**src/rtl/sise_pkg.sv**
```systemverilog
// Package for the SPARC integer subset execute block.
// Holds widths, opcode codes, reset constants and the execute result type.
// No dependencies; imported by every module of the block.
package sise_pkg;

  localparam int unsigned XLen     = 64;
  localparam int unsigned NumRegs  = 32;
  localparam int unsigned RegIdxW  = 5;
  localparam int unsigned InstrW   = 32;

  // configuration register indexes
  localparam logic CfgStartAddr  = 1'b0;
  localparam logic CfgNarrowMode = 1'b1;

  localparam logic [XLen-1:0] StartAddrReset = '0;
  localparam logic [XLen-1:0] PcStep         = 64'd4;

  // op field
  localparam logic [1:0] OpFmt2  = 2'd0;
  localparam logic [1:0] OpCall  = 2'd1;
  localparam logic [1:0] OpArith = 2'd2;

  // op2 field of format 2
  localparam logic [2:0] Op2Bicc  = 3'd2;
  localparam logic [2:0] Op2Sethi = 3'd4;

  // rd field of a branch: cond = always, annul clear
  localparam logic [4:0] BranchAlways = 5'h08;

  // op3 field of format 3
  localparam logic [5:0] Op3Add  = 6'd0;
  localparam logic [5:0] Op3And  = 6'd1;
  localparam logic [5:0] Op3Or   = 6'd2;
  localparam logic [5:0] Op3Xor  = 6'd3;
  localparam logic [5:0] Op3Sub  = 6'd4;
  localparam logic [5:0] Op3Sll  = 6'd37;
  localparam logic [5:0] Op3Srl  = 6'd38;
  localparam logic [5:0] Op3Sra  = 6'd39;
  localparam logic [5:0] Op3Jmpl = 6'd56;

  localparam logic [RegIdxW-1:0] LinkReg = 5'd15;

  typedef struct packed {
    logic               illegal;
    logic               wr;
    logic [RegIdxW-1:0] widx;
    logic [XLen-1:0]    wval;
    logic [XLen-1:0]    npc_new;
  } exec_res_t;

endpackage

```
**src/rtl/sparc_integer_subset_execute.sv**
```systemverilog
// Top level of the SPARC integer subset execute block.
// Depends on sise_pkg, sise_ram (register file) and sise_alu (execute logic).
//
//  channel   | handshake                      | payload
//  ----------+--------------------------------+----------------------------------------
//  instr in  | in_valid_i / in_ready_o        | instr_word_i[31:0]
//  result    | out_valid_o / out_ready_i      | executed_address_o, next_fetch_o,
//            |                                | dest_index_o, dest_value_o,
//            |                                | dest_written_o, illegal_o
//  config    | cfg_we_i (no wait)             | cfg_index_i, cfg_wdata_i[63:0]
//
// One instruction per cycle sustained while out_ready_i keeps up. First the word
// is captured into the execute stage while the register file (registered-read RAM)
// is read at rs1/rs2; then execute, write back and load the result register.
// A write from the previous instruction is forwarded, since it lands on the read edge.
// Reset clears pc/npc, the per-register valid bits (file reads as zero) and all
// handshake state; no clearing pass. A stalled result holds the execute stage,
// which in turn holds in_ready_o low only when both stages are occupied.
module sparc_integer_subset_execute
  import sise_pkg::*;
(
  input  logic               clk_i,
  input  logic               rst_ni,
  // instruction channel
  input  logic               in_valid_i,
  output logic               in_ready_o,
  input  logic [InstrW-1:0]  instr_word_i,
  // result channel
  output logic               out_valid_o,
  input  logic               out_ready_i,
  output logic [XLen-1:0]    executed_address_o,
  output logic [XLen-1:0]    next_fetch_o,
  output logic [RegIdxW-1:0] dest_index_o,
  output logic [XLen-1:0]    dest_value_o,
  output logic               dest_written_o,
  output logic               illegal_o,
  // configuration
  input  logic               cfg_we_i,
  input  logic               cfg_index_i,
  input  logic [XLen-1:0]    cfg_wdata_i
);

  // config: writes to the start address index are ignored and pc resets to
  // StartAddrReset; narrow mode gates the x shifts
  logic narrow_q;

  // execute stage
  logic              ex_vld_q;
  logic [InstrW-1:0] instr_q;
  logic              vld_a_q, vld_b_q;
  logic [XLen-1:0]   rdata_a, rdata_b;

  // architectural pc/npc
  logic [XLen-1:0] pc_q, npc_q;

  // register file support
  logic [NumRegs-1:0] rvld_q;      // entry written since reset
  logic               fwd_vld_q;
  logic [RegIdxW-1:0] fwd_idx_q;
  logic [XLen-1:0]    fwd_val_q;

  // result register
  logic               out_vld_q;
  logic [XLen-1:0]    exec_addr_q, next_fetch_q, dest_value_q;
  logic [RegIdxW-1:0] dest_index_q;
  logic               dest_written_q, illegal_q;

  logic               in_xfer, advance, do_wr;
  logic [RegIdxW-1:0] rs1_in, rs2_in, rs1, rs2;
  logic [XLen-1:0]    op_a, op_b_reg;
  exec_res_t          res;

  assign advance    = ex_vld_q && (!out_vld_q || out_ready_i);
  assign in_ready_o = !ex_vld_q || advance;
  assign in_xfer    = in_valid_i && in_ready_o;

  assign rs1_in = instr_word_i[18:14];
  assign rs2_in = instr_word_i[4:0];
  assign rs1    = instr_q[18:14];
  assign rs2    = instr_q[4:0];

  // writes to r0 are dropped; illegal words leave state alone
  assign do_wr = advance && !res.illegal && res.wr && (res.widx != '0);

  sise_ram #(
    .Width (XLen),
    .Depth (NumRegs)
  ) u_gpr (
    .clk_i     (clk_i),
    .we_i      (do_wr),
    .waddr_i   (res.widx),
    .wdata_i   (res.wval),
    .re_i      (in_xfer),
    .raddr_a_i (rs1_in),
    .raddr_b_i (rs2_in),
    .rdata_a_o (rdata_a),
    .rdata_b_o (rdata_b)
  );

  // operand select: forwarded write, else RAM if ever written, else zero
  always_comb begin
    if (fwd_vld_q && fwd_idx_q == rs1) begin
      op_a = fwd_val_q;
    end else if (vld_a_q) begin
      op_a = rdata_a;
    end else begin
      op_a = '0;
    end
    if (fwd_vld_q && fwd_idx_q == rs2) begin
      op_b_reg = fwd_val_q;
    end else if (vld_b_q) begin
      op_b_reg = rdata_b;
    end else begin
      op_b_reg = '0;
    end
  end

  sise_alu u_alu (
    .instr_i    (instr_q),
    .op_a_i     (op_a),
    .op_b_reg_i (op_b_reg),
    .pc_i       (pc_q),
    .npc_i      (npc_q),
    .narrow_i   (narrow_q),
    .res_o      (res)
  );

  always_ff @(posedge clk_i or negedge rst_ni) begin
    if (!rst_ni) begin
      narrow_q <= 1'b0;
    end else if (cfg_we_i && cfg_index_i == CfgNarrowMode) begin
      narrow_q <= cfg_wdata_i[0];
    end
  end

  // execute stage control
  always_ff @(posedge clk_i or negedge rst_ni) begin
    if (!rst_ni) begin
      ex_vld_q <= 1'b0;
    end else if (in_ready_o) begin
      ex_vld_q <= in_valid_i;
    end
  end

  always_ff @(posedge clk_i) begin
    if (in_xfer) begin
      instr_q <= instr_word_i;
      vld_a_q <= rvld_q[rs1_in];
      vld_b_q <= rvld_q[rs2_in];
    end
  end

  // pc/npc and register file bookkeeping
  always_ff @(posedge clk_i or negedge rst_ni) begin
    if (!rst_ni) begin
      pc_q      <= StartAddrReset;
      npc_q     <= StartAddrReset + PcStep;
      rvld_q    <= '0;
      fwd_vld_q <= 1'b0;
    end else begin
      if (advance && !res.illegal) begin
        pc_q  <= npc_q;
        npc_q <= res.npc_new;
      end
      if (do_wr) begin
        rvld_q[res.widx] <= 1'b1;
        fwd_vld_q        <= 1'b1;
      end
    end
  end

  always_ff @(posedge clk_i) begin
    if (do_wr) begin
      fwd_idx_q <= res.widx;
      fwd_val_q <= res.wval;
    end
  end

  // result register
  always_ff @(posedge clk_i or negedge rst_ni) begin
    if (!rst_ni) begin
      out_vld_q <= 1'b0;
    end else if (advance) begin
      out_vld_q <= 1'b1;
    end else if (out_ready_i) begin
      out_vld_q <= 1'b0;
    end
  end

  always_ff @(posedge clk_i) begin
    if (advance) begin
      exec_addr_q    <= pc_q;
      illegal_q      <= res.illegal;
      next_fetch_q   <= res.illegal ? pc_q : npc_q;
      dest_written_q <= do_wr;
      dest_index_q   <= do_wr ? res.widx : '0;
      dest_value_q   <= do_wr ? res.wval : '0;
    end
  end

  assign out_valid_o        = out_vld_q;
  assign executed_address_o = exec_addr_q;
  assign next_fetch_o       = next_fetch_q;
  assign dest_index_o       = dest_index_q;
  assign dest_value_o       = dest_value_q;
  assign dest_written_o     = dest_written_q;
  assign illegal_o          = illegal_q;

endmodule

```
**src/rtl/sise_ram.sv**
```systemverilog
// Generic RAM: one write port, two read ports with registered read data.
// Depends on sise_pkg for the default sizes.
module sise_ram
  import sise_pkg::*;
#(
  parameter int unsigned Width = XLen,
  parameter int unsigned Depth = NumRegs
) (
  input  logic                     clk_i,
  input  logic                     we_i,
  input  logic [$clog2(Depth)-1:0] waddr_i,
  input  logic [Width-1:0]         wdata_i,
  input  logic                     re_i,
  input  logic [$clog2(Depth)-1:0] raddr_a_i,
  input  logic [$clog2(Depth)-1:0] raddr_b_i,
  output logic [Width-1:0]         rdata_a_o,
  output logic [Width-1:0]         rdata_b_o
);

  logic [Width-1:0] mem_q [Depth];

  always_ff @(posedge clk_i) begin
    if (we_i) begin
      mem_q[waddr_i] <= wdata_i;
    end
  end

  // read-before-write on a shared address
  always_ff @(posedge clk_i) begin
    if (re_i) begin
      rdata_a_o <= mem_q[raddr_a_i];
      rdata_b_o <= mem_q[raddr_b_i];
    end
  end

endmodule

```
**src/rtl/sise_alu.sv**
```systemverilog
// Instruction decode and execute: ALU, shifter and branch target logic.
// Depends on sise_pkg for opcode codes and the result struct.
module sise_alu
  import sise_pkg::*;
(
  input  logic [InstrW-1:0] instr_i,
  input  logic [XLen-1:0]   op_a_i,
  input  logic [XLen-1:0]   op_b_reg_i,
  input  logic [XLen-1:0]   pc_i,
  input  logic [XLen-1:0]   npc_i,
  input  logic              narrow_i,
  output exec_res_t         res_o
);

  logic [1:0]         op;
  logic [2:0]         op2;
  logic [5:0]         op3;
  logic [RegIdxW-1:0] rd;
  logic               xform;
  logic [XLen-1:0]    simm;
  logic [XLen-1:0]    op_b;
  logic [5:0]         cnt;
  logic [XLen-1:0]    lo_sext;
  logic [XLen-1:0]    sll_res;
  logic [XLen-1:0]    srl_res;
  logic [XLen-1:0]    sra_res;

  assign op    = instr_i[31:30];
  assign op2   = instr_i[24:22];
  assign op3   = instr_i[24:19];
  assign rd    = instr_i[29:25];
  assign xform = instr_i[12];
  assign simm  = {{(XLen-13){instr_i[12]}}, instr_i[12:0]};
  assign op_b  = instr_i[13] ? simm : op_b_reg_i;

  // 32-bit forms take a 5-bit count
  assign cnt     = xform ? op_b[5:0] : {1'b0, op_b[4:0]};
  assign lo_sext = {{(XLen-32){op_a_i[31]}}, op_a_i[31:0]};
  assign sll_res = op_a_i << cnt;
  assign srl_res = xform ? (op_a_i >> cnt) : ({{(XLen-32){1'b0}}, op_a_i[31:0]} >> cnt);
  assign sra_res = xform ? XLen'($signed(op_a_i) >>> cnt) : XLen'($signed(lo_sext) >>> cnt);

  always_comb begin
    res_o         = '0;
    res_o.npc_new = npc_i + PcStep;
    unique case (op)
      OpFmt2: begin
        if (op2 == Op2Bicc && rd == BranchAlways) begin
          res_o.npc_new = pc_i + {{(XLen-24){instr_i[21]}}, instr_i[21:0], 2'b00};
        end else if (op2 == Op2Sethi) begin
          res_o.wr   = 1'b1;
          res_o.widx = rd;
          res_o.wval = {{(XLen-32){1'b0}}, instr_i[21:0], 10'd0};
        end else begin
          res_o.illegal = 1'b1;
        end
      end
      OpCall: begin
        res_o.wr      = 1'b1;
        res_o.widx    = LinkReg;
        res_o.wval    = pc_i;
        res_o.npc_new = pc_i + {{(XLen-32){instr_i[29]}}, instr_i[29:0], 2'b00};
      end
      OpArith: begin
        res_o.wr   = 1'b1;
        res_o.widx = rd;
        unique case (op3)
          Op3Add:  res_o.wval = op_a_i + op_b;
          Op3And:  res_o.wval = op_a_i & op_b;
          Op3Or:   res_o.wval = op_a_i | op_b;
          Op3Xor:  res_o.wval = op_a_i ^ op_b;
          Op3Sub:  res_o.wval = op_a_i - op_b;
          Op3Sll:  res_o.wval = sll_res;
          Op3Srl:  res_o.wval = srl_res;
          Op3Sra:  res_o.wval = sra_res;
          Op3Jmpl: begin
            res_o.wval    = pc_i;
            res_o.npc_new = op_a_i + op_b;
          end
          default: res_o.illegal = 1'b1;
        endcase
        // x shifts do not exist on a 32-bit cpu
        if ((op3 == Op3Sll || op3 == Op3Srl || op3 == Op3Sra) && xform && narrow_i) begin
          res_o.illegal = 1'b1;
        end
      end
      default: res_o.illegal = 1'b1;
    endcase
  end

endmodule
```
**config.mk**
```make
export PLATFORM = sky130hd
export DESIGN_NAME = sparc_integer_subset_execute
export DESIGN_NICKNAME = d
export VERILOG_FILES = /design/src/rtl/sise_pkg.sv /design/src/rtl/sparc_integer_subset_execute.sv /design/src/rtl/sise_ram.sv /design/src/rtl/sise_alu.sv
export SDC_FILE = /design/constraint.sdc
export NUM_CORES = 2
export LEC_CHECK = 0
export CORE_ASPECT_RATIO = 2
export CORE_MARGIN = 2
export CORE_UTILIZATION = 26
export DETAILED_ROUTE_END_ITERATION = 6
export DONT_BUFFER_PORTS = 1
export PLACE_DENSITY = 0.45
export SETUP_SLACK_MARGIN = 0.3
export SYNTH_ARGS = -nofsm -noshare
export SYNTH_HDL_FRONTEND = slang
export SYNTH_SLANG_ARGS = --single-unit
export TNS_END_PERCENT = 30
```
**constraint.sdc**
```tcl
create_clock -name clk_i -period 7.9 [get_ports clk_i]
set_input_delay 0.395 -clock clk_i [delete_from_list [all_inputs] [get_ports clk_i]]
set_output_delay 0.395 -clock clk_i [all_outputs]
set_load 0.01 [all_outputs]
```
==> results.py <==
metrics = {
    "detailed_routing": {
        "wl_per_cell_um": 47.06,
        "drt-pass1-iter-count": 7,
        "dr.first_iter.drc_count": 11328,
        "ant_nets": 0,
        "viasPerCell": 5.945,
        "vias": 114405,
        "drc_errors": 6,
        "wl_um": 905700,
    },
    "power_and_ir_drop": {
        "pwr-share-clk": 0.311,
        "intPower_uw": 25880,
        "cellPowerDensity_nw_per_um2": 225.0,
        "irDropWorstVdd_mv": 0.1878,
        "pwr-share-comb": 0.267,
        "switching_share": 0.3514,
        "p_leak_uw": 0.06051,
        "switching_power_uw": 14020,
        "seq_power_share": 0.423,
    },
    "critical_path": {
        "crit_start": "instr_q[17]$_DFFE_PP_",
        "crit_slowest_cell": "o21ai_1",
        "critPathBufInv": 9,
        "crit_required_ps": 8580,
        "crit_top_cell": "buf_4",
        "crit_chain": "xnor2_1 -> nand2_1 -> buf_4 -> nor2_4 -> buf_12 -> o21ai_1 -> ha_1 -> buf_4 -> nor4_1 -> buf_4 -> nand2_1 -> nor3_4 -> buf_16 -> o21a_1 -> buf_12 -> o31a_1 -> buf_4 -> a41oi_1 -> nor2b_1 -> mux2i_1 -> buf_4 -> a211oi_1 -> a21oi_2 -> buf_12",
        "endpoint_kind": "flop",
        "r2r-start": "instr_q[17]$_DFFE_PP_",
        "crit_type": "reg -> reg",
        "slowest_delay_ps": 1160,
        "crit_family": "compound AO/OA/AOI/OAI gates",
        "crit_arrival_ps": 8390,
        "startpoint_type": "flop",
        "critPathMaxFanout": 33,
    },
    "timing": {
        "min_period_ps": 7706,
        "fin_setup_tns_ps": 0,
        "fmax_mhz": 129.8,
        "slew_headroom": -0.1244,
        "worstMarginPinSlew_ps": 1679,
        "slew_viol_final": 121,
        "rsz0062_at_grt": "yes",
        "worst_clock_skew_ps": 85.19,
        "final.period_utilization": 0.9754,
        "setup_viol": 0,
        "hold_violations": 0,
        "worst_slack_ps": 194.2,
    },
    "synth": {
        "yosysTopAreaCellShare": 0.4931,
        "synth_edf_count": 2478,
        "yosys_warnings": 0,
        "yosys-top-cells-area": "edfxtp_1 49%, mux4_2 19%, dfrtp_1 2.7%",
        "synth_top_area_cell": "edfxtp_1",
        "synth_cell_types": 121,
        "synthArstFlopShare": 0.06207,
        "syn_inst": 10859,
        "syn-cell-area_um2": 150900,
        "synth_flop_cell": "edfxtp_1",
        "ys_ff_latch": 2642,
        "synth-seq-area-share": 0.5203,
        "syn_area_per_cell_um2": 13.90,
    },
    "grt": {
        "grt_pass1_vias": 115620,
        "grt-ovfl-total": 0,
        "track_usage": 0.3063,
        "grt_max_degree": 197,
        "antenna_found_initial": 131,
        "grt_pass1_wl_um": 1177000,
    },
    "status": {
        "outcome": "finished, violations left",
        "violations": "design-rule violations, max-capacitance violations, max-slew violations",
    },
    "cts": {
        "path_clk_slew_ps": 70,
        "cts.sinks": 2642,
        "clk_latency_ps": 980,
        "cts_made_buffers": 237,
        "cts-root-buf": "clkbuf_16",
        "post_cts_buffers": 0,
        "cts_tree": "built",
        "htreeDepth": 4,
        "cts.path.max_buffers": 4,
    },
    "placed_design": {
        "numPortBuffers": 0,
        "dp_hpwl_um": 636400,
        "gp_congestion": 1.081,
        "dp_slack_ps": 203.3,
    },
    "cells_and_area": {
        "fillers": 57760,
        "final_common_cell": "edfxtp_1",
        "multi_input_area_um2": 69480,
        "most-common-layout-cells": "2,478 x edfxtp_1, 1,306 x mux4_2, 750 x buf_4",
        "drive_gt1_frac": 0.2757,
        "seqCellArea_um2": 78520,
        "layout.nets": 11715,
        "area_delta_synth_final_pct": 17.50,
    },
    "floorplan": {
        "die_h_um": 1081,
        "dieArea_um2": 586900,
        "coreArea_um2": 578200,
        "die_w_um": 542.7,
        "rows": 395,
        "pin_count": 303,
        "start_util": 0.2610,
    },
    "flow_run": {
        "max_cap_violations": 6,
    },
    "hold_path": {
        "hold_class": "in -> reg",
        "min-delay-start": "instr_word_i[2]",
    },
}
kinds of logic (layout without fill, tap and decap cells):
kind of cell | count (synthesis) | after routing | synth area share
simple gates | 2222 | 2222 | 0.06814
compound gates | 2594 | 2594 | 0.1154
xor+xnor | 200 | 200 | 0.01161
flops | 2642 | 2642 | 0.5203
fa+ha+maj | 300 | 300 | 0.02497
other cells | 1 | 250 | 0.00002485
mux | 1804 | 1804 | 0.2300
buf+inv | 1096 | 1690 | 0.02955
through the flow:
| stage | power (uW) | std cells | hold WS [ps] | area (um2) | utilization |
|---|---|---|---|---|---|
| 2_1_floorplan | 22000 | 10922 | 99.41 | 151200 | - |
| 3_3_place_gp | 27080 | 18537 | 104.6 | 167500 | 0.2896 |
| 3_5_place_dp | 27030 | 18537 | 105.1 | 167500 | 0.2896 |
| 4_1_cts | 39550 | 19033 | 0.5856 | 176200 | 0.3048 |
| 5_1_grt | 40860 | 19147 | -15.13 | 177100 | 0.3062 |
| 6_report | 39900 | 19245 | 1.244 | 177300 | 0.3067 |
power groups by stage:
stage / Combinational [uW] / Clock, uW / Sequential, uW
2_1_floorplan: 5350 / 0 / 16700
5_1_grt: 10900 / 13100 / 16900
6_report: 10600 / 12400 / 16900
4_1_cts: 10100 / 12600 / 16800
3_5_place_dp: 9880 / 0 / 17200
3_3_place_gp: 9930 / 0 / 17100
cell type report:
type                    count  share of cell area
clock inverters           167             0.01044
repair buffers           1001             0.05899
multi-input cells        7184              0.3919
diodes                    186            0.002625
clock buffers             275             0.03473
inverters                 247            0.005348
flip-flops and latches   2642              0.4428
well taps                7543             0.05322
routing by layer:
layer / share of wire / track usage
met1: 0.31 / 0.2841
met2: 0.51 / 0.5294
met3: 0.053 / 0.06730
met4: 0.12 / 0.3363
met5: 0.00035 / 0
synthesized netlist by cell type, drive strengths merged, types with 26 or more instances:
master   instances
o2111ai         29
nand2          754
nor3           137
o221ai          51
o21ai          510
nand4           90
nor2b           52
edfxtp        2478
a221oi         100
nand3          201
and2            61
mux2i          261
a2111oi         29
and3            78
o21a           107
buf            272
or3             26
a31oi           80
a22oi           97
mux2           237
o211ai         201
dfrtp          163
a211oi          94
or2             50
xor2            54
o31ai           48
a221o           40
mux4          1306
a21o           133
clkbuf         577
nand2b          35
xnor2          146
o22ai           95
ha             298
a211o           29
nor2           609
a22o            26
nor4            51
inv            241
o21bai          61
a21oi          621
registers in the layout (all words and copies together), names as in the netlist, 5 cells and up:
| signal | count |
|---|---|
| dest_index_o | 5 |
| dest_value_o | 64 |
| executed_address_o | 64 |
| fwd_idx_q | 5 |
| fwd_val_q | 64 |
| instr_q | 32 |
| next_fetch_o | 64 |
| npc_q | 64 |
| pc_q | 64 |
| rvld_q | 32 |
| u_gpr.mem_q | 2048 |
| u_gpr.rdata_a_o | 64 |
| u_gpr.rdata_b_o | 64 |
worst paths after layout:
check,endpoint,slack [ps],cells after the start
max,u_gpr.mem_q[25][58]$_DFFE_PP_,190,24
min,u_gpr.rdata_b_o[10]$_DFFE_PP_,1,2
min in group asynchronous,pc_q[57]$_DFFE_PN0P_,90,2
max reg2reg,u_gpr.mem_q[25][58]$_DFFE_PP_,190,24
min reg2reg,rvld_q[0]$_DFFE_PN0P_,400,0
max in group asynchronous,npc_q[6]$_DFFE_PN0P_,6450,2
what timing repair did:
| action | 4_1_cts | 5_1_grt |
|---|---|---|
| hold endpoints to repair | 306 | 26 |
| gates resized for setup | 1 | 1 |
| setup endpoints to repair | 33 | 66 |
| hold buffers | 54 | 6 |
Power figures use the tool's default switching activity.
